--- src/hdl/hall_rpm_meter_macros.svh ---
// ----------------------------------------------------------------------------
// Hall tachometer assertion macros
// Immediate-style wrappers around concurrent checks, compiled out in synthesis.
// ----------------------------------------------------------------------------
`ifndef HALL_RPM_METER_MACROS_SVH
`define HALL_RPM_METER_MACROS_SVH

`ifndef SYNTHESIS
// Consequent must hold in the same cycle as the antecedent.
`define HRM_ASSERT_SAME(lbl, clk, rstn, ante, cons) \
  lbl: assert property (@(posedge clk) disable iff (!rstn) (ante) |-> (cons)) \
    else $error("hall_rpm_meter check failed");
// Consequent must hold in the cycle after the antecedent.
`define HRM_ASSERT_NEXT(lbl, clk, rstn, ante, cons) \
  lbl: assert property (@(posedge clk) disable iff (!rstn) (ante) |=> (cons)) \
    else $error("hall_rpm_meter check failed");
`else
`define HRM_ASSERT_SAME(lbl, clk, rstn, ante, cons)
`define HRM_ASSERT_NEXT(lbl, clk, rstn, ante, cons)
`endif

`endif

--- src/hdl/hrm_pkg.sv ---
// ----------------------------------------------------------------------------
// Hall tachometer package
// Shared widths, reset values, request codes and the result record.
// ----------------------------------------------------------------------------
package hrm_pkg;

  localparam int COUNT_BITS_DEF  = 24;
  localparam int TIME_BITS_DEF   = 32;
  localparam int QUEUE_DEPTH_DEF = 2;

  localparam int THR_W      = 12;
  localparam int ACT_W      = 2;
  localparam int CFG_IDX_W  = 1;
  localparam int HALF_W     = 24;
  localparam int MS_W       = 32;
  localparam int RPM_W      = 24;
  localparam int WIN_W      = 8;

  // Tenths of rpm per (half turn per millisecond): 60000 ms/min / 2 * 10.
  localparam int RPM_SCALE  = 300000;
  localparam int SCALE_BITS = 19;
  localparam int STEP_W     = $clog2(RPM_W);

  localparam logic [THR_W-1:0] LOW_THR_RST  = 12'd2979;
  localparam logic [THR_W-1:0] HIGH_THR_RST = 12'd3350;

  typedef enum logic [ACT_W-1:0] {
    ACT_SAMPLE = 2'd0,
    ACT_SWITCH = 2'd1,
    ACT_TICK   = 2'd2,
    ACT_NONE   = 2'd3
  } action_e;

  typedef enum logic [CFG_IDX_W-1:0] {
    REG_LOW_THR  = 1'b0,
    REG_HIGH_THR = 1'b1
  } reg_idx_e;

  typedef struct packed {
    logic              gate_on;
    logic              report_valid;
    logic [HALF_W-1:0] half_turns;
    logic [MS_W-1:0]   window_ms;
    logic [RPM_W-1:0]  rpm_tenths;
    logic [WIN_W-1:0]  window_number;
  } res_t;

endpackage

--- src/hdl/hrm_queue.sv ---
// ----------------------------------------------------------------------------
// Hall tachometer request queue
// Small flop-based FIFO between the classifying front and the divider back.
// ----------------------------------------------------------------------------
module hrm_queue #(
  parameter int WIDTH = 8,
  parameter int DEPTH = 2
) (
  input  logic             clk_i,
  input  logic             rst_ni,
  input  logic             push_i,
  input  logic [WIDTH-1:0] push_data_i,
  output logic             full_o,
  input  logic             pop_i,
  output logic [WIDTH-1:0] pop_data_o,
  output logic             empty_o
);

  localparam int PTR_W = (DEPTH > 1) ? $clog2(DEPTH) : 1;
  localparam int CNT_W = $clog2(DEPTH + 1);
  localparam logic [PTR_W-1:0] PTR_LAST = PTR_W'(DEPTH - 1);
  localparam logic [CNT_W-1:0] CNT_FULL = CNT_W'(DEPTH);

  logic [WIDTH-1:0] mem_q [DEPTH];
  logic [PTR_W-1:0] wr_ptr_q, wr_ptr_d;
  logic [PTR_W-1:0] rd_ptr_q, rd_ptr_d;
  logic [CNT_W-1:0] cnt_q, cnt_d;

  assign full_o     = (cnt_q == CNT_FULL);
  assign empty_o    = (cnt_q == '0);
  assign pop_data_o = mem_q[rd_ptr_q];

  always_comb begin
    wr_ptr_d = wr_ptr_q;
    rd_ptr_d = rd_ptr_q;
    cnt_d    = cnt_q;
    if (push_i) begin
      wr_ptr_d = (wr_ptr_q == PTR_LAST) ? '0 : wr_ptr_q + 1'b1;
    end
    if (pop_i) begin
      rd_ptr_d = (rd_ptr_q == PTR_LAST) ? '0 : rd_ptr_q + 1'b1;
    end
    if (push_i && !pop_i) begin
      cnt_d = cnt_q + 1'b1;
    end else if (!push_i && pop_i) begin
      cnt_d = cnt_q - 1'b1;
    end
  end

  always_ff @(posedge clk_i or negedge rst_ni) begin
    if (!rst_ni) begin
      wr_ptr_q <= '0;
      rd_ptr_q <= '0;
      cnt_q    <= '0;
    end else begin
      wr_ptr_q <= wr_ptr_d;
      rd_ptr_q <= rd_ptr_d;
      cnt_q    <= cnt_d;
    end
  end

  always_ff @(posedge clk_i) begin
    if (push_i) begin
      mem_q[wr_ptr_q] <= push_data_i;
    end
  end

endmodule

--- src/hdl/hrm_front.sv ---
// ----------------------------------------------------------------------------
// Hall tachometer front end
// Holds thresholds and counters, applies each request and queues its result.
// ----------------------------------------------------------------------------
module hrm_front import hrm_pkg::*; #(
  parameter int COUNT_BITS = COUNT_BITS_DEF,
  parameter int TIME_BITS  = TIME_BITS_DEF
) (
  input  logic                  clk_i,
  input  logic                  rst_ni,
  input  logic                  cfg_we_i,
  input  logic [CFG_IDX_W-1:0]  cfg_index_i,
  input  logic [THR_W-1:0]      cfg_data_i,
  input  logic                  in_valid_i,
  output logic                  in_stall_o,
  input  logic [ACT_W-1:0]      action_i,
  input  logic [THR_W-1:0]      sample_i,
  input  logic                  full_i,
  output logic                  push_o,
  output res_t                  res_o,
  output logic [COUNT_BITS-1:0] count_o,
  output logic [TIME_BITS-1:0]  time_o
);

  localparam logic [COUNT_BITS-1:0] CNT_MAX  = '1;
  localparam logic [TIME_BITS-1:0]  TIME_MAX = '1;

  logic [THR_W-1:0]      low_thr_q, high_thr_q;
  logic                  gate_q, gate_d;
  logic                  arm_q, arm_d;
  logic [COUNT_BITS-1:0] half_q, half_d;
  logic [TIME_BITS-1:0]  ms_q, ms_d;
  logic [WIN_W-1:0]      win_q, win_d;

  logic                  n_hit, s_hit, arm_mid, report;
  logic [COUNT_BITS-1:0] half_mid;
  logic [HALF_W-1:0]     half_cap;
  logic [MS_W-1:0]       ms_cap;

  assign in_stall_o = full_i;
  assign push_o     = in_valid_i && !full_i;

  always_comb begin
    gate_d   = gate_q;
    arm_d    = arm_q;
    half_d   = half_q;
    ms_d     = ms_q;
    win_d    = win_q;
    report   = 1'b0;
    n_hit    = 1'b0;
    s_hit    = 1'b0;
    arm_mid  = arm_q;
    half_mid = half_q;
    unique case (action_e'(action_i))
      ACT_SAMPLE: begin
        // North test first, then south, so crossed thresholds may count twice.
        n_hit    = !arm_q && (sample_i < low_thr_q);
        half_mid = (n_hit && half_q != CNT_MAX) ? half_q + 1'b1 : half_q;
        arm_mid  = arm_q || n_hit;
        s_hit    = arm_mid && (sample_i > high_thr_q);
        half_d   = (s_hit && half_mid != CNT_MAX) ? half_mid + 1'b1 : half_mid;
        arm_d    = arm_mid && !s_hit;
      end
      ACT_SWITCH: begin
        if (!gate_q) begin
          gate_d = 1'b1;
          half_d = '0;
          ms_d   = '0;
          win_d  = win_q + 1'b1;
        end else begin
          gate_d = 1'b0;
          report = (half_q != '0) && (ms_q != '0);
        end
      end
      ACT_TICK: begin
        if (gate_q && ms_q != TIME_MAX) begin
          ms_d = ms_q + 1'b1;
        end
      end
      default: ;
    endcase
  end

  generate
    if (COUNT_BITS > HALF_W) begin : g_half_sat
      assign half_cap = (|half_d[COUNT_BITS-1:HALF_W]) ? '1 : half_d[HALF_W-1:0];
    end else begin : g_half_ext
      assign half_cap = HALF_W'(half_d);
    end
    if (TIME_BITS > MS_W) begin : g_ms_sat
      assign ms_cap = (|ms_d[TIME_BITS-1:MS_W]) ? '1 : ms_d[MS_W-1:0];
    end else begin : g_ms_ext
      assign ms_cap = MS_W'(ms_d);
    end
  endgenerate

  always_comb begin
    res_o.gate_on       = gate_d;
    res_o.report_valid  = report;
    res_o.half_turns    = half_cap;
    res_o.window_ms     = ms_cap;
    res_o.rpm_tenths    = '0;
    res_o.window_number = win_d;
  end

  assign count_o = half_d;
  assign time_o  = ms_d;

  always_ff @(posedge clk_i or negedge rst_ni) begin
    if (!rst_ni) begin
      low_thr_q  <= LOW_THR_RST;
      high_thr_q <= HIGH_THR_RST;
    end else if (cfg_we_i) begin
      unique case (reg_idx_e'(cfg_index_i))
        REG_LOW_THR:  low_thr_q  <= cfg_data_i;
        REG_HIGH_THR: high_thr_q <= cfg_data_i;
        default: ;
      endcase
    end
  end

  always_ff @(posedge clk_i or negedge rst_ni) begin
    if (!rst_ni) begin
      gate_q <= 1'b0;
      arm_q  <= 1'b0;
      half_q <= '0;
      ms_q   <= '0;
      win_q  <= '0;
    end else if (push_o) begin
      gate_q <= gate_d;
      arm_q  <= arm_d;
      half_q <= half_d;
      ms_q   <= ms_d;
      win_q  <= win_d;
    end
  end

endmodule

--- src/hdl/hrm_back.sv ---
// ----------------------------------------------------------------------------
// Hall tachometer back end
// Drains the queue, divides for closing reports and holds the output register.
// ----------------------------------------------------------------------------
module hrm_back import hrm_pkg::*; #(
  parameter int COUNT_BITS = COUNT_BITS_DEF,
  parameter int TIME_BITS  = TIME_BITS_DEF
) (
  input  logic                  clk_i,
  input  logic                  rst_ni,
  input  logic                  empty_i,
  output logic                  pop_o,
  input  res_t                  res_i,
  input  logic [COUNT_BITS-1:0] count_i,
  input  logic [TIME_BITS-1:0]  time_i,
  output logic                  out_valid_o,
  input  logic                  out_stall_i,
  output res_t                  out_res_o
);

  localparam int DW = COUNT_BITS + SCALE_BITS;
  localparam int SW = TIME_BITS + RPM_W;
  localparam int WW = (DW > SW) ? DW : SW;
  localparam logic [STEP_W-1:0] STEP_LAST = STEP_W'(RPM_W - 1);

  typedef enum logic [4:0] {
    ST_IDLE  = 5'b00001,
    ST_MUL   = 5'b00010,
    ST_CHECK = 5'b00100,
    ST_DIV   = 5'b01000,
    ST_OUT   = 5'b10000
  } bst_e;

  bst_e                  state_q, state_d;
  logic                  out_valid_q, out_valid_d;
  res_t                  out_res_q, out_res_d;
  res_t                  work_q, work_d;
  logic [COUNT_BITS-1:0] num_q, num_d;
  logic [TIME_BITS-1:0]  den_q, den_d;
  logic [DW-1:0]         prod_q, prod_d;
  logic [WW-1:0]         rem_q, rem_d;
  logic [WW-1:0]         dsh_q, dsh_d;
  logic [RPM_W-1:0]      quot_q, quot_d;
  logic [STEP_W-1:0]     step_q, step_d;
  logic                  out_free, ge;

  assign out_free    = !out_valid_q || !out_stall_i;
  assign ge          = (rem_q >= dsh_q);
  assign out_valid_o = out_valid_q;
  assign out_res_o   = out_res_q;

  always_comb begin
    state_d     = state_q;
    out_valid_d = out_valid_q && out_stall_i;
    out_res_d   = out_res_q;
    work_d      = work_q;
    num_d       = num_q;
    den_d       = den_q;
    prod_d      = prod_q;
    rem_d       = rem_q;
    dsh_d       = dsh_q;
    quot_d      = quot_q;
    step_d      = step_q;
    pop_o       = 1'b0;
    unique case (state_q)
      ST_IDLE: begin
        if (!empty_i) begin
          if (res_i.report_valid) begin
            pop_o   = 1'b1;
            work_d  = res_i;
            num_d   = count_i;
            den_d   = time_i;
            state_d = ST_MUL;
          end else if (out_free) begin
            pop_o       = 1'b1;
            out_res_d   = res_i;
            out_valid_d = 1'b1;
          end
        end
      end
      ST_MUL: begin
        prod_d  = DW'(num_q) * DW'(RPM_SCALE);
        state_d = ST_CHECK;
      end
      ST_CHECK: begin
        // A quotient of 2^24 or more saturates without iterating.
        if (WW'(prod_q) >= WW'({den_q, {RPM_W{1'b0}}})) begin
          quot_d  = '1;
          state_d = ST_OUT;
        end else begin
          rem_d   = WW'(prod_q);
          dsh_d   = WW'({den_q, {(RPM_W-1){1'b0}}});
          quot_d  = '0;
          step_d  = '0;
          state_d = ST_DIV;
        end
      end
      ST_DIV: begin
        rem_d  = ge ? rem_q - dsh_q : rem_q;
        quot_d = {quot_q[RPM_W-2:0], ge};
        dsh_d  = dsh_q >> 1;
        step_d = step_q + 1'b1;
        if (step_q == STEP_LAST) begin
          state_d = ST_OUT;
        end
      end
      ST_OUT: begin
        if (out_free) begin
          out_res_d            = work_q;
          out_res_d.rpm_tenths = quot_q;
          out_valid_d          = 1'b1;
          state_d              = ST_IDLE;
        end
      end
      default: state_d = ST_IDLE;
    endcase
  end

  always_ff @(posedge clk_i or negedge rst_ni) begin
    if (!rst_ni) begin
      state_q     <= ST_IDLE;
      out_valid_q <= 1'b0;
    end else begin
      state_q     <= state_d;
      out_valid_q <= out_valid_d;
    end
  end

  always_ff @(posedge clk_i) begin
    out_res_q <= out_res_d;
    work_q    <= work_d;
    num_q     <= num_d;
    den_q     <= den_d;
    prod_q    <= prod_d;
    rem_q     <= rem_d;
    dsh_q     <= dsh_d;
    quot_q    <= quot_d;
    step_q    <= step_d;
  end

endmodule

--- src/hdl/hall_rpm_meter.sv ---
// ----------------------------------------------------------------------------
// Hall sensor tachometer
// Each input request is a sensor sample, a switch press or a 1 ms tick; every
// request yields exactly one result carrying the gate, counts and window number.
// Configuration: cfg_we_i writes cfg_data_i into the low (index 0) or high
// (index 1) threshold; write only while no request is in flight.
// A plain result is registered in the queue and then in the output register
// after its request is accepted; a report that closes a window also goes
// through the serial divider, whose divide steps are skipped when the rate
// saturates.
// Throughput: one request per cycle while the queue is not full; a closing
// report holds the back end for the pop, one multiply, one range check, 24
// restoring divide steps and one output load, while the front keeps accepting
// until the queue fills.
// Reset clears the gate, arming, counters, window number and thresholds to
// their defaults; no result is pending afterwards.
// A stall on the output holds the result register; the queue then fills and
// in_stall_o rises, so no request is lost.
// ----------------------------------------------------------------------------
`include "hall_rpm_meter_macros.svh"

module hall_rpm_meter import hrm_pkg::*; #(
  parameter int COUNT_BITS  = COUNT_BITS_DEF,
  parameter int TIME_BITS   = TIME_BITS_DEF,
  parameter int QUEUE_DEPTH = QUEUE_DEPTH_DEF
) (
  input  logic                 clk_i,
  input  logic                 rst_ni,
  // Configuration write port.
  input  logic                 cfg_we_i,
  input  logic [CFG_IDX_W-1:0] cfg_index_i,
  input  logic [THR_W-1:0]     cfg_data_i,
  // Request channel.
  input  logic                 in_valid_i,
  output logic                 in_stall_o,
  input  logic [ACT_W-1:0]     action_i,
  input  logic [THR_W-1:0]     sample_i,
  // Result channel.
  output logic                 out_valid_o,
  input  logic                 out_stall_i,
  output logic                 gate_on_o,
  output logic                 report_valid_o,
  output logic [HALF_W-1:0]    half_turns_o,
  output logic [MS_W-1:0]      window_ms_o,
  output logic [RPM_W-1:0]     rpm_tenths_o,
  output logic [WIN_W-1:0]     window_number_o
);

  // A queue entry is the finished result record plus the raw, unsaturated
  // counts that the divider needs for a closing report.
  localparam int RES_W   = $bits(res_t);
  localparam int ENTRY_W = RES_W + COUNT_BITS + TIME_BITS;

  logic                  push, pop, full, empty;
  res_t                  f_res, q_res, o_res;
  logic [COUNT_BITS-1:0] f_count, q_count;
  logic [TIME_BITS-1:0]  f_time, q_time;
  logic [ENTRY_W-1:0]    push_data, pop_data;

  // The front applies each request to the counters in the cycle it is taken.
  hrm_front #(
    .COUNT_BITS(COUNT_BITS),
    .TIME_BITS (TIME_BITS)
  ) u_front (
    .clk_i      (clk_i),
    .rst_ni     (rst_ni),
    .cfg_we_i   (cfg_we_i),
    .cfg_index_i(cfg_index_i),
    .cfg_data_i (cfg_data_i),
    .in_valid_i (in_valid_i),
    .in_stall_o (in_stall_o),
    .action_i   (action_i),
    .sample_i   (sample_i),
    .full_i     (full),
    .push_o     (push),
    .res_o      (f_res),
    .count_o    (f_count),
    .time_o     (f_time)
  );

  assign push_data = {f_res, f_count, f_time};

  hrm_queue #(
    .WIDTH(ENTRY_W),
    .DEPTH(QUEUE_DEPTH)
  ) u_queue (
    .clk_i      (clk_i),
    .rst_ni     (rst_ni),
    .push_i     (push),
    .push_data_i(push_data),
    .full_o     (full),
    .pop_i      (pop),
    .pop_data_o (pop_data),
    .empty_o    (empty)
  );

  assign q_res   = res_t'(pop_data[ENTRY_W-1 -: RES_W]);
  assign q_count = pop_data[TIME_BITS +: COUNT_BITS];
  assign q_time  = pop_data[TIME_BITS-1:0];

  // The back end passes plain results straight to the output register and
  // runs the rate division only for a valid closing report.
  hrm_back #(
    .COUNT_BITS(COUNT_BITS),
    .TIME_BITS (TIME_BITS)
  ) u_back (
    .clk_i      (clk_i),
    .rst_ni     (rst_ni),
    .empty_i    (empty),
    .pop_o      (pop),
    .res_i      (q_res),
    .count_i    (q_count),
    .time_i     (q_time),
    .out_valid_o(out_valid_o),
    .out_stall_i(out_stall_i),
    .out_res_o  (o_res)
  );

  assign gate_on_o       = o_res.gate_on;
  assign report_valid_o  = o_res.report_valid;
  assign half_turns_o    = o_res.half_turns;
  assign window_ms_o     = o_res.window_ms;
  assign rpm_tenths_o    = o_res.rpm_tenths;
  assign window_number_o = o_res.window_number;

  // A report only ever comes from a close, so the gate is shut with it.
  `HRM_ASSERT_SAME(a_report_closed, clk_i, rst_ni, out_valid_o && report_valid_o, !gate_on_o)
  // Only a valid report carries a nonzero rate.
  `HRM_ASSERT_SAME(a_rpm_needs_report, clk_i, rst_ni,
                   out_valid_o && (rpm_tenths_o != '0), report_valid_o)
  // A valid report implies nonzero count and time.
  `HRM_ASSERT_SAME(a_report_nonzero, clk_i, rst_ni, out_valid_o && report_valid_o,
                   (half_turns_o != '0) && (window_ms_o != '0))

endmodule

--- config.mk ---
export PLATFORM = sky130hd
export DESIGN_NAME = hall_rpm_meter
export DESIGN_NICKNAME = d
export VERILOG_FILES = /design/src/hdl/hrm_pkg.sv /design/src/hdl/hrm_queue.sv /design/src/hdl/hrm_front.sv /design/src/hdl/hrm_back.sv /design/src/hdl/hall_rpm_meter.sv
export VERILOG_INCLUDE_DIRS = /design/src /design/src/hdl
export SDC_FILE = /design/constraint.sdc
export NUM_CORES = 1
export LEC_CHECK = 0
export BUFFER_PORTS_ARGS = -buffer_cell sky130_fd_sc_hd__buf_2
export CORE_MARGIN = 2
export CORE_UTILIZATION = 50
export DETAILED_ROUTE_END_ITERATION = 7
export PLACE_DENSITY = 0.67
export SLEW_MARGIN = 20
export SYNTH_ARGS = -nofsm -noshare
export SYNTH_HDL_FRONTEND = slang
export SYNTH_SLANG_ARGS = --single-unit
export TNS_END_PERCENT = 50
--- constraint.sdc ---
create_clock -name clk_i -period 15.89 [get_ports clk_i]
set_input_delay 1.589 -clock clk_i [delete_from_list [all_inputs] [get_ports clk_i]]
set_output_delay 1.589 -clock clk_i [all_outputs]
set_load 0.01 [all_outputs]
# After elaboration in Yosys (flattened, before gate mapping)
# Memories as Yosys holds them, arrays and structs flattened.
# Index checks and enable logic that the tools add are counted.
dict set report totals {
  wordCells 149
  n_memories 1
  ramBits 244
  inputBits 32
  reg_bits 490
  out_inout_bits 92
}
# memory depth width read_ports rd_clocked_by_memory_dff write_ports line_no
set mem_list {}
lappend mem_list {u_queue.mem_q 2 122 1 0 1 hrm_queue.sv:24} ;# logic [WIDTH-1:0] mem_q [DEPTH];
dict set report classes {
  bitwise 2
  n_mul 1
  n_eq_ne 20
  mux 47
  addsub 10
  n_reduce_logical 35
  n_lt_le_gt_ge 4
}
# op count
set ops {}
lappend ops {{2-to-1 mux 90 bit} 4}
lappend ops {{one-hot mux 56 bit (2 select lines)} 2}
lappend ops {{one-hot mux 90 bit (2 select lines)} 1}
lappend ops {{2-to-1 mux 56 bit} 3}
lappend ops {{2-to-1 mux 24 bit} 4}
lappend ops {{one-hot mux 24 bit (2 select lines)} 2}
lappend ops {{2-to-1 mux 32 bit} 2}
lappend ops {{one-hot mux 32 bit (2 select lines)} 1}
lappend ops {{>= comparator 43 x 56 -> 1 bit} 1}
lappend ops {{>= comparator 56 bit} 1}
lappend ops {{subtractor 56 bit} 1}
lappend ops {{adder 24 x 1 -> 24 bit, second input constant} 2}
lappend ops {{!= test 24 bit, second input constant} 2}
lappend ops {{multiplier 24 x 14 -> 38 bit, second input constant} 1}
lappend ops {{adder 32 x 1 -> 32 bit, second input constant} 1}
lappend ops {{!= test 32 bit, second input constant} 1}
lappend ops {{nonzero test 32 bit} 1}
lappend ops {{2-to-1 mux 5 bit} 6}
lappend ops {{one-hot mux 5 bit (5 select lines)} 1}
lappend ops {{nonzero test 24 bit} 1}
lappend ops {{2-to-1 mux 8 bit} 2}
lappend ops {{2-to-1 mux 1 bit} 15}
lappend ops {{greater-than comparator 12 bit} 1}
lappend ops {{< comparator 12 bit} 1}
lappend ops {{other kinds (27)} 62}

# Depth between registers and ports, before layout
# Gate-level depths: netlist (run 1).
dict set report depth {
  ltp_word 9
  mapped_depth 25
  mapped_depth_nobuf 25
}

# Modules after synthesis
# Synthesis (run 1) repeated with hierarchy kept, for this count alone.
dict set report unflattened {
  hier_cells 3779
  hier_area_um2 43429.2
}
# mod cells_each n_inst seq_area_each_um2 area_each_um2
set modules_own_cells {}
lappend modules_own_cells {hrm_back 2287 1 11832.6 24631.1}
lappend modules_own_cells {hrm_queue 470 1 8868.5 10772.8}
lappend modules_own_cells {hrm_front 1022 1 2268.4 8025.2}

# Worst setup path after synthesis (run 1)
# No wires, ideal clock.
dict set report synth_timing {
  kind {input to register}
  start {input out_stall_i}
  end {register u_back.out_res_q (netlist bit u_back.out_res_o[0]), enable pin}
  cell_stages 1
  setup_slack_ps 6815
  setup_time_ps 683
  required_time_ps 15207
  path_buffers 0
  t_arrival_ps 8392
  cell_sequence {a221oi_1}
}
dict set report synth_between {
  elab_chain_cells 4
  word_cells_on_any_way 5
  classes_between {2 x eq/ne; 3 x reduce/logical}
}
# element line_no
set synth_rtl {}
lappend synth_rtl {{start: declaration} hall_rpm_meter.sv:40} ;# input logic out_stall_i,
lappend synth_rtl {{logical NOT 1 bit (*)} hrm_back.sv:47} ;# assign out_free = !out_valid_q || !out_stall_i;
lappend synth_rtl {{logical OR 1 bit (*)} hrm_back.sv:47}
lappend synth_rtl {{!= test 2 x 1 -> 1 bit (no source line)} -}
lappend synth_rtl {{AND reduction 5 bit (no source line) (*)} -}
lappend synth_rtl {{end signal: assignment} hrm_back.sv:130} ;# out_res_q <= out_res_d;
lappend synth_rtl {{end: declaration} hrm_back.sv:36} ;# res_t out_res_q, out_res_d;
# Mark *: on every way between the ends. The rest lies on a longest branch, timed or not.
# A chain may end at the register's enable or synchronous reset.

# Worst setup path after layout (run 1)
dict set report layout_timing {
  start {register u_back.num_q[10]}
  end {register u_back.prod_q[42] (data pin)}
}
dict set report layout_between {
  elab_chain_cells 1
}
# element line_no
set layout_rtl {}
lappend layout_rtl {{start: declaration} hrm_back.sv:38} ;# logic [COUNT_BITS-1:0] num_q, num_d;
lappend layout_rtl {{start signal: assignment} hrm_back.sv:132} ;# num_q <= num_d;
lappend layout_rtl {{multiplier 24 x 14 -> 38 bit} hrm_back.sv:82} ;# prod_d = DW'(num_q) * DW'(RPM_SCALE);
lappend layout_rtl {{end signal: assignment} hrm_back.sv:134} ;# prod_q <= prod_d;
lappend layout_rtl {{end: declaration} hrm_back.sv:40} ;# logic [DW-1:0] prod_q, prod_d;
# No other way between the ends.

==> metrics.cfg, run 1 <==
[route]
postRouteAntennaNets = 0
routed-via-count = 22700
average_wire_length_per_cell_after_detail_routing_um = 18.5
first_pass_iters = 5
remaining_drc_errors = 0
drt-total-wl_mm = 74.9
detailedRoute.firstIterationViolations = 1491
avgViaCountPerCell = 5.60

[clocking]
root_buffer = sky130_fd_sc_hd__clkbuf_16
cts_made_buffers = 59
clock_sink_count = 565
cts_hold_repair.buffers = 0
clock_latency_on_the_worst_skew_pair_ps = 660
post_cts_resized = 0
cts_tree = built
cts_post_setup_buffers_inserted = 0
h-tree-depth = 2
clk_pin_slew_worst_paths_ps = 60
clock_path_buffers = 3

[floorplanning]
floorplan.rows = 95
design.core.area_um2 = 67400
die_x_um = 265
num_io_pins = 124
initial_utilization_pct = 50.7
die-area_um2 = 70500
height_of_the_die_um = 265

[yosys]
yosys.area.top_type = sky130_fd_sc_hd__edfxtp_1
synth-async-reset-ratio_pct = 17.7
synth_fp_nets = 3428
post-synth-top-area-fraction_pct = 40.9
yosys.cell_count.top_type = sky130_fd_sc_hd__edfxtp_1
netlist_instances = 3040
post_synth_most_frequent_cells = sky130_fd_sc_hd__edfxtp_1, sky130_fd_sc_hd__inv_1, sky130_fd_sc_hd__nand2_1
postSynthRegisterBits = 565
yosys_most_used_dff = sky130_fd_sc_hd__edfxtp_1
synth.yosys.warnings = 0
synth.lib_cells_used.distinct = 92
synth_enable_flop_cells = 465
synth_area_um2 = 34200
synth.avg_cell_area_um2 = 11.2
post_synth_main_area_contributors = sky130_fd_sc_hd__edfxtp_1, sky130_fd_sc_hd__ha_1, sky130_fd_sc_hd__fa_1, sky130_fd_sc_hd__dfrtp_1, sky130_fd_sc_hd__mux2_2
seq_area_frac_synth_pct = 48.2

[timing]
skew_ps = 48.2
rsz0062_at_grt = no
worst_slew_margin_rel_pct = 32.8
setup_total_negative_slack_ps = 0
layout_worst_path_cycle_share_pct = 43.8
hold_viol = 0
timing.final.setup_violations = 0
layout_min_cycle_time_ps = 6970
final-max-slew-violation-count = 0
maxClockFrequency_mhz = 144
worst-slew-pin-transition_ps = 1010

[final_layout]
number_of_fill_cells = 5656
final_net_count = 3514
n_antenna_cell = 0
syn2layout_area_growth_pct = 9.94
post_route_cells_drive_above_1_share_pct = 14.0

[global_route]
via_count_of_the_first_global_routing_pass = 22800
wire_length_of_the_first_global_routing_pass_mm = 122
grt_overflow = 0
grt_antenna_before_repair = 1
track_usage_pct = 21.4
grt_max_degree = 101

[flow_run]
max-cap-violations = 0

[status]
run_status = completed

[critical_path]
worst-setup-path-type = flip-flop to flip-flop
cp-end-kind = flip-flop
worstSetupStartpointType = flip-flop
critical_path_fanouts_max = 7
critPathRequiredTime_ps = 16290
arrival_ps = 7370

[placed_design]
globalplace.congestion = 0.891
dp_hpwl_mm = 54.5
port-buffer-count = 123

[hold_path]
hold_class = flip-flop to flip-flop

-- per-stage QoR --
step	setup slack, ps	area (um^2)	cells	hold WS (ps)	util, %
final	8920	37600	4048	498	55.7
after global routing	8580	37600	4048	517	55.7
after CTS	8960	37600	4048	500	55.7
after detailed placement	8930	35600	3938	487	52.8
after global placement	9060	35600	3938	482	52.8
after floorplan	6820	34200	3040	461	-
-- final timing paths --
check / from / to / slack, ps / cells past startpoint
max: u_back.num_q[10] / u_back.prod_q[42] / 8920 / 21
min: u_front.win_q[7] / u_front.win_q[7] / 500 / 1
max reg2reg: u_back.num_q[10] / u_back.prod_q[42] / 8920 / 21
min reg2reg: u_front.win_q[7] / u_front.win_q[7] / 500 / 1
max in group asynchronous: rst_ni / u_front.half_q[6] / 13640 / 2
min in group asynchronous: rst_ni / u_front.win_q[1] / 960 / 1
-- routing by layer --
layer / share of wire [%] / global-route usage [%] / up-vias
li1: - / - / 10900
met4: 3.0 / 6.37 / 2
met2: 48 / 35.2 / 505
met1: 45 / 29.4 / 11100
met5: 0.017 / 0 / -
met3: 4.5 / 3.41 / 140
-- kinds of logic (layout without fill, tap and decap cells) --
kind of cell             after synthesis  in the layout  share of synthesized area, %
AO/OA/AOI/OAI                        570            570                          10.6
XOR/XNOR                             135            135                          3.54
adder cells (fa/ha/maj)              356            356                          15.7
buffers and inverters                451            586                          5.04
flip-flops                           565            565                          48.2
multiplexers                         156            156                          5.13
AND/OR/NAND/NOR                      807            807                          11.7
-- worst max-delay path, stage by stage, from the launching register on --
cell and delay [ps]:
sky130_fd_sc_hd__edfxtp_1 590, sky130_fd_sc_hd__inv_1 210, sky130_fd_sc_hd__fa_1 510, sky130_fd_sc_hd__fa_1 520, sky130_fd_sc_hd__inv_1 40, sky130_fd_sc_hd__ha_1 300
sky130_fd_sc_hd__fa_1 460, sky130_fd_sc_hd__fa_1 570, sky130_fd_sc_hd__fa_1 420, sky130_fd_sc_hd__ha_1 360, sky130_fd_sc_hd__a21o_1 210, sky130_fd_sc_hd__a21o_1 190
sky130_fd_sc_hd__a21oi_1 330, sky130_fd_sc_hd__nand2_1 100, sky130_fd_sc_hd__o21ai_1 320, sky130_fd_sc_hd__o21ai_0 280, sky130_fd_sc_hd__a211o_1 330, sky130_fd_sc_hd__a31oi_1 250
sky130_fd_sc_hd__nor2b_1 80, sky130_fd_sc_hd__o21a_1 190, sky130_fd_sc_hd__o41a_1 320, sky130_fd_sc_hd__xor2_1 160
-- flip-flops by register name, summed over array words and instances (netlist names), 8 cells and up --
register            count
u_back.den_q           32
u_back.dsh_q           55
u_back.num_q           24
u_back.out_res_o       90
u_back.prod_q          38
u_back.quot_q          24
u_back.rem_q           56
u_back.work_q           9
u_front.half_q         24
u_front.high_thr_q     12
u_front.low_thr_q      12
u_front.ms_q           32
u_front.win_q           8
u_queue.mem_q         132
-- layout make-up --
| class | instances | area, um^2 | area share [%] |
|---|---|---|---|
| inverters | 332 | 1250 | 3.32 |
| flip-flops and latches | 565 | 16500 | 43.9 |
| clock buffers | 73 | 1530 | 4.07 |
| well taps | 873 | 1090 | 2.91 |
| multi-input cells | 2024 | 16000 | 42.6 |
| repair buffers | 144 | 776 | 2.06 |
| clock inverters | 37 | 420 | 1.12 |
-- cell usage in the layout, fill, tap and decap left out, types with 41 or more instances in the layout --
master and count:
sky130_fd_sc_hd__edfxtp_1 465, sky130_fd_sc_hd__inv_1 331, sky130_fd_sc_hd__nand2_1 312, sky130_fd_sc_hd__ha_1 234, sky130_fd_sc_hd__o21ai_0 177, sky130_fd_sc_hd__mux2_2 152, sky130_fd_sc_hd__nor2_1 141, sky130_fd_sc_hd__a21oi_1 122
sky130_fd_sc_hd__fa_1 122, sky130_fd_sc_hd__buf_2 122, sky130_fd_sc_hd__xnor2_1 85, sky130_fd_sc_hd__dfrtp_1 85, sky130_fd_sc_hd__a21o_1 73, sky130_fd_sc_hd__nand3_1 65, sky130_fd_sc_hd__clkbuf_16 59, sky130_fd_sc_hd__xor2_1 48
sky130_fd_sc_hd__nor3_1 41
Power of run 1 is left out: the tool's default activity adds up to more than one toggle a clock period on the data nets, which glitch-free logic cannot reach.
==> run 2, diff against run 1 <==
==> constraint.sdc (replaced) <==
create_clock -name clk_i -period 7.09 [get_ports clk_i]
set_input_delay 0.709 -clock clk_i [delete_from_list [all_inputs] [get_ports clk_i]]
set_output_delay 0.709 -clock clk_i [all_outputs]
set_load 0.01 [all_outputs]
==> run 2 against run 1 <==
  * Die area unchanged
  * Critical path depth grew 2
  * Cell area increased by 0.39%
  * Utilization up 0.22 points
  * First-iteration DRC count is 8.2% higher
  * Non-clock buffer count rose by 11
  * Clock skew down 18 ps
  * Setup slack got worse by 8600 ps
  * Critical path type unchanged
  * Critical endpoint unchanged
  * Highest routed layer unchanged
==> metrics.cfg, run 2 (synthesis results as in run 1) <==
[floorplanning]
floorplan.rows = 95  ; unchanged
die-area_um2 = 70500  ; unchanged
die_x_um = 265  ; unchanged
height_of_the_die_um = 265  ; unchanged
initial_utilization_pct = 50.7  ; unchanged
design.core.area_um2 = 67400  ; unchanged
num_io_pins = 124  ; unchanged

[hold_path]
hold_class = input pin to async pin

[final_layout]
area.sequential_um2 = 16500  ; unchanged
n_antenna_cell = 0  ; unchanged
layout.cells.most_common_list = sky130_fd_sc_hd__edfxtp_1, sky130_fd_sc_hd__inv_1, sky130_fd_sc_hd__nand2_1
post_route_cells_drive_above_1_share_pct = 14.8  ; +0.79 points
number_of_fill_cells = 5628  ; -0.50%
final_net_count = 3526  ; +0.34%
flip_flop_count_of_the_largest_register_after_layout = 132  ; unchanged
area_taken_by_multi_input_logic_gates_um2 = 16000  ; about the same
syn2layout_area_growth_pct = 10.4
layout.core_utilization_pct = 56.0  ; +0.22 points
mostFrequentLayoutCell = sky130_fd_sc_hd__edfxtp_1
largest-register = u_queue.mem_q
area_of_all_placed_cells_without_fillers_um2 = 37700  ; +0.39%

[route]
average_wire_length_per_cell_after_detail_routing_um = 18.6  ; +0.58%
met2WireLength_mm = 36.2  ; +1.5%
postRouteAntennaNets = 0  ; unchanged
first_pass_iters = 5  ; unchanged
detailedRoute.firstIterationViolations = 1613  ; +8.2%
avgViaCountPerCell = 5.62  ; +0.37%
drt-total-wl_mm = 75.6  ; +0.93%
drt-met1-wl_mm = 34.2  ; +1.7%
top_layer_used = met5
routed-via-count = 22800  ; +0.71%
wl_met3_mm = 3.36  ; -1.3%
remaining_drc_errors = 0  ; unchanged

[critical_path]
rr_startpoint = u_back.num_q[5]
critical_path.slowest_cell = sky130_fd_sc_hd__fa_1
cp-end-kind = flip-flop
critical_path_fanouts_max = 5  ; -2
arrival_ps = 7120  ; -250 ps
critPathRequiredTime_ps = 7490  ; -8800 ps
worst-setup-path-type = flip-flop to flip-flop
worstSetupStartpoint = u_back.num_q[5]
cp_slowest_stage_delay_ps = 520  ; -70 ps
critical_path.cell_chain = inv_1 -> fa_1 -> inv_1 -> fa_1 -> ha_1 -> ha_1 -> inv_1 -> fa_1 -> fa_1 -> inv_1 -> ha_1 -> o21ai_0 -> a21oi_1 -> a2111oi_0 -> nor2_1 -> o21ai_1 -> o21ai_0 -> a211o_1 -> a31oi_1 -> nor2b_1 -> o21a_1 -> o41a_1 -> xor2_1
worstSetupStartpointType = flip-flop

[clocking]
clk_pin_slew_worst_paths_ps = 60  ; about the same
clock_latency_on_the_worst_skew_pair_ps = 640  ; -20 ps
cts_made_buffers = 60  ; +1.7%
clock_path_buffers = 3  ; unchanged
h-tree-depth = 2  ; unchanged
cts_tree = built
clock_sink_count = 565  ; unchanged
root_buffer = sky130_fd_sc_hd__clkbuf_16

[timing]
hold_viol = 0  ; unchanged
timing.final.setup_violations = 0  ; unchanged
worst-slew-pin-transition_ps = 990  ; -16.2 ps
finalWorstSetupSlack_ps = 372  ; -8550 ps
rsz0062_at_grt = no
layout_worst_path_cycle_share_pct = 94.7  ; +51 points
setup_total_negative_slack_ps = 0  ; unchanged
skew_ps = 29.9  ; -18.3 ps
final-max-slew-violation-count = 0  ; unchanged
worst_slew_margin_rel_pct = 34.0  ; +1.2 points
maxClockFrequency_mhz = 149  ; +3.7%
layout_min_cycle_time_ps = 6720  ; -249 ps

[global_route]
grt_antenna_before_repair = 3  ; +2
grt_overflow = 0  ; unchanged
via_count_of_the_first_global_routing_pass = 22900  ; +0.32%
track_usage_pct = 21.4  ; +0.045 points
grt_max_degree = 78  ; -23%
wire_length_of_the_first_global_routing_pass_mm = 122  ; +0.30%

[placed_design]
port-buffer-count = 123  ; unchanged
pre_cts_ws_ps = 354  ; -8570 ps
globalplace.congestion = 0.920  ; +3.3%
placed_area_um2 = 35700  ; +0.23%
dp_hpwl_mm = 55.4  ; +1.6%

[flow_run]
max-cap-violations = 0  ; unchanged

[status]
run_status = completed

## run 2: cell count changes in the layout (fill, tap and decap cells not counted), moves of 4 or more
| cell | delta |
|---|---|
| sky130_fd_sc_hd__buf_4 | +11 |
| sky130_fd_sc_hd__clkinv_1 | -6 |
| sky130_fd_sc_hd__clkinvlp_4 | +6 |
| sky130_fd_sc_hd__clkbuf_1 | -5 |
| sky130_fd_sc_hd__clkbuf_8 | +5 |
| sky130_fd_sc_hd__clkinv_2 | +4 |
## run 2: cell type report
cell class	count	area share [%]
Multi-Input combinational cell	2024	42.5
Clock buffer	74	4.25
Timing Repair Buffer	155	2.28
Sequential cell	565	43.7
Tap cell	873	2.90
Clock inverter	39	1.07
Inverter	332	3.30
## run 2: path summary, 6_finish.rpt
path | to | slack [ps] | cells past startpoint
worst max-delay path | u_back.prod_q[42] | 370 | 23
worst min-delay path | u_front.win_q[2] | 60 | 1
worst max register to register | u_back.prod_q[42] | 370 | 23
worst min register to register | u_front.win_q[7] | 490 | 1
max in group asynchronous | u_queue.rd_ptr_q | 5650 | 2
min in group clk_i | u_front.low_thr_q[5] | 290 | 3
## run 2: worst max-delay path, delay by kind of cell, from the launching register on
kind / cells / cell delay [ps]
adders and majority gates: 7 / 2810
buffers and inverters: 4 / 460
xor gates and xnor gates: 1 / 150
AOI/OAI and AO/OA: 9 / 2400
and+or+nand+nor: 2 / 240
DFF: 1 / 440
## run 2: repair_timing
action | CTS | global route
hold buffers | 0 | 0
setup buffers | 0 | 0
gates resized for setup | 0 | 1
endpoints found under the setup margin | 0 | 1
## run 2: per-layer routing
metal / vias up / GRT usage (%)
met3: 128 / 3.29
met5: - / 0
met1: 11200 / 29.1
li1: 11000 / -
met4: 4 / 5.85
met2: 487 / 35.9
## run 2: metrics by stage
| step | hold slack, ps | instances |
|---|---|---|
| finish | 64.0 | 4062 |
| global route | 71.1 | 4062 |
| CTS | 42.1 | 4062 |
| global placement | 481 | 3949 |
| detailed placement | 483 | 3949 |
| floorplan | 413 | 3040 |
Power of run 2 is left out for the same reason.
==> run 3, diff against run 2 <==
--- a/config.mk
+++ b/config.mk
@@ -6,7 +6,7 @@
 export SDC_FILE = /design/constraint.sdc
 export NUM_CORES = 1
 export LEC_CHECK = 0
-export BUFFER_PORTS_ARGS = -buffer_cell sky130_fd_sc_hd__buf_2
+export BUFFER_PORTS_ARGS = -buffer_cell sky130_fd_sc_hd__buf_4
 export CORE_MARGIN = 2
 export CORE_UTILIZATION = 50
 export DETAILED_ROUTE_END_ITERATION = 7
==> run 3 against run 2 <==
  * Sequential share of layout area fell by 0.54 points
  * Critical path depth did not move
  * Clock-buffer cell count rose by 2
  * First-iteration DRC count fell by 9.6%
  * Cell count barely moved
  * Highest routed layer unchanged
==> metrics.cfg, run 3 (synthesis results as in run 1) <==
[status]
run_status = completed

[floorplanning]
height_of_the_die_um = 265  ; unchanged
num_io_pins = 124  ; unchanged
design.core.area_um2 = 67400  ; unchanged
initial_utilization_pct = 50.7  ; unchanged
die_x_um = 265  ; unchanged
die-area_um2 = 70500  ; unchanged
floorplan.rows = 95  ; unchanged

[timing]
final-max-slew-violation-count = 0  ; unchanged
rsz0062_at_grt = no
layout_min_cycle_time_ps = 6690  ; -29.6 ps
maxClockFrequency_mhz = 150  ; +0.44%
worst_slew_margin_rel_pct = 23.4  ; -11 points
setup_total_negative_slack_ps = 0  ; unchanged
hold_viol = 0  ; unchanged
worst-slew-pin-transition_ps = 1150  ; +160 ps
skew_ps = 24.9  ; -5.01 ps
layout_worst_path_cycle_share_pct = 94.3  ; -0.42 points
timing.final.setup_violations = 0  ; unchanged

[final_layout]
n_antenna_cell = 0  ; unchanged
mostFrequentLayoutCell = sky130_fd_sc_hd__edfxtp_1
syn2layout_area_growth_pct = 11.8
largest-register = u_queue.mem_q
layout.cells.most_common_list = sky130_fd_sc_hd__edfxtp_1, sky130_fd_sc_hd__inv_1, sky130_fd_sc_hd__nand2_1
post_route_cells_drive_above_1_share_pct = 14.7  ; -0.11 points
number_of_fill_cells = 5645  ; +0.30%
final_net_count = 3531  ; +0.14%
area.sequential_um2 = 16500  ; unchanged
layout.core_utilization_pct = 56.7  ; +0.71 points
area_taken_by_multi_input_logic_gates_um2 = 16000  ; about the same
flip_flop_count_of_the_largest_register_after_layout = 132  ; unchanged

[flow_run]
max-cap-violations = 0  ; unchanged

[critical_path]
worst-setup-path-type = flip-flop to flip-flop
cp-end-kind = flip-flop
critical_path_fanouts_max = 6  ; +1
worstSetupStartpointType = flip-flop
critPathRequiredTime_ps = 7440  ; -50 ps
regToRegSetupSlack_ps = 400  ; +30 ps
arrival_ps = 7040  ; -80 ps

[route]
met2WireLength_mm = 36.2  ; about the same
wl_met3_mm = 3.19  ; -5.0%
drt-met1-wl_mm = 34.3  ; +0.29%
first_pass_iters = 5  ; unchanged
avgViaCountPerCell = 5.62  ; about the same
detailedRoute.firstIterationViolations = 1458  ; -9.6%
routed-via-count = 22800  ; -0.0044%
top_layer_used = met5
drt-total-wl_mm = 76.0  ; +0.58%
average_wire_length_per_cell_after_detail_routing_um = 18.7  ; +0.51%
postRouteAntennaNets = 0  ; unchanged
remaining_drc_errors = 0  ; unchanged

[clocking]
clock_sink_count = 565  ; unchanged
cts_tree = built
cts_hold_repair.buffers = 0  ; unchanged
clk_pin_slew_worst_paths_ps = 60  ; about the same
cts_made_buffers = 66  ; +10%
h-tree-depth = 3  ; +1
cts_post_setup_buffers_inserted = 0  ; unchanged
clock_path_buffers = 3  ; unchanged
clock_latency_on_the_worst_skew_pair_ps = 620  ; -20 ps
root_buffer = sky130_fd_sc_hd__clkbuf_16
post_cts_resized = 0  ; unchanged

[global_route]
via_count_of_the_first_global_routing_pass = 23400  ; +2.1%
track_usage_pct = 21.8  ; +0.40 points
grt_overflow = 0  ; unchanged
wire_length_of_the_first_global_routing_pass_mm = 123  ; +1.0%
grt_max_degree = 102  ; +31%
grt_antenna_before_repair = 1  ; -2

[placed_design]
port-buffer-count = 123  ; unchanged
globalplace.congestion = 0.909  ; -1.3%
dp_hpwl_mm = 55.3  ; -0.17%

[hold_path]
hold_class = input pin to async pin

==> run 3: cell types whose count changed in the layout (fill, tap and decap cells not counted), sizes merged <==
cell	change
clkbuf	+2
clkinv	+1
bufinv	+4
inv	+3
clkinvlp	-6
buf	-1
==> run 3: final timing paths <==
kind	from	endpoint	cells after the start
min in group clk_i	cfg_data_i[3]	u_front.low_thr_q[3]	3
max	u_back.num_q[18]	u_back.prod_q[42]	23
min reg2reg	u_front.win_q[7]	u_front.win_q[7]	1
max in group asynchronous	rst_ni	u_queue.rd_ptr_q	2
max reg2reg	u_back.num_q[18]	u_back.prod_q[42]	23
min	rst_ni	u_front.win_q[1]	1
==> run 3: critical path: stages (launching register included) <==
cell and delay [ps]:
sky130_fd_sc_hd__edfxtp_1 460, sky130_fd_sc_hd__inv_1 340, sky130_fd_sc_hd__fa_1 510, sky130_fd_sc_hd__fa_1 510
sky130_fd_sc_hd__inv_1 50, sky130_fd_sc_hd__ha_1 310, sky130_fd_sc_hd__fa_1 460, sky130_fd_sc_hd__fa_1 540
sky130_fd_sc_hd__inv_1 50, sky130_fd_sc_hd__fa_1 490, sky130_fd_sc_hd__inv_1 40, sky130_fd_sc_hd__ha_1 370
sky130_fd_sc_hd__a21oi_1 250, sky130_fd_sc_hd__o21bai_1 90, sky130_fd_sc_hd__a21o_1 200, sky130_fd_sc_hd__a21o_1 170
sky130_fd_sc_hd__a31oi_1 200, sky130_fd_sc_hd__o21ai_0 130, sky130_fd_sc_hd__a211o_1 290, sky130_fd_sc_hd__a31oi_1 260
sky130_fd_sc_hd__nor2b_1 80, sky130_fd_sc_hd__o21a_1 180, sky130_fd_sc_hd__o41a_1 320, sky130_fd_sc_hd__xor2_1 150
==> run 3: area by class of cell <==
| cell class | instances | area share (%) |
|---|---|---|
| Clock buffer | 76 | 4.48 |
| Clock inverter | 41 | 1.25 |
| Inverter | 332 | 3.26 |
| Multi-Input combinational cell | 2024 | 42.0 |
| Sequential cell | 565 | 43.2 |
| Tap cell | 873 | 2.86 |
| Timing Repair Buffer | 154 | 3.03 |
==> run 3: metal layers <==
layer  vias up  GRT usage, %
li1      11000             -
met1     11200          29.3
met2       510          36.2
met3       138          3.55
met4         2          7.25
met5         -             0
==> run 3: through the flow <==
stage / hold slack, ps / cells / instance area (um^2) / setup WS [ps]
floorplan: 413 / 3040 / 34200 / 760
global placement: 481 / 3948 / 36000 / 498
detailed placement: 490 / 3948 / 36000 / 385
CTS: 50.6 / 4065 / 38200 / 373
global route: 70.3 / 4065 / 38200 / 40.5
finish: 54.7 / 4065 / 38200 / 402
Power of run 3 is left out for the same reason.
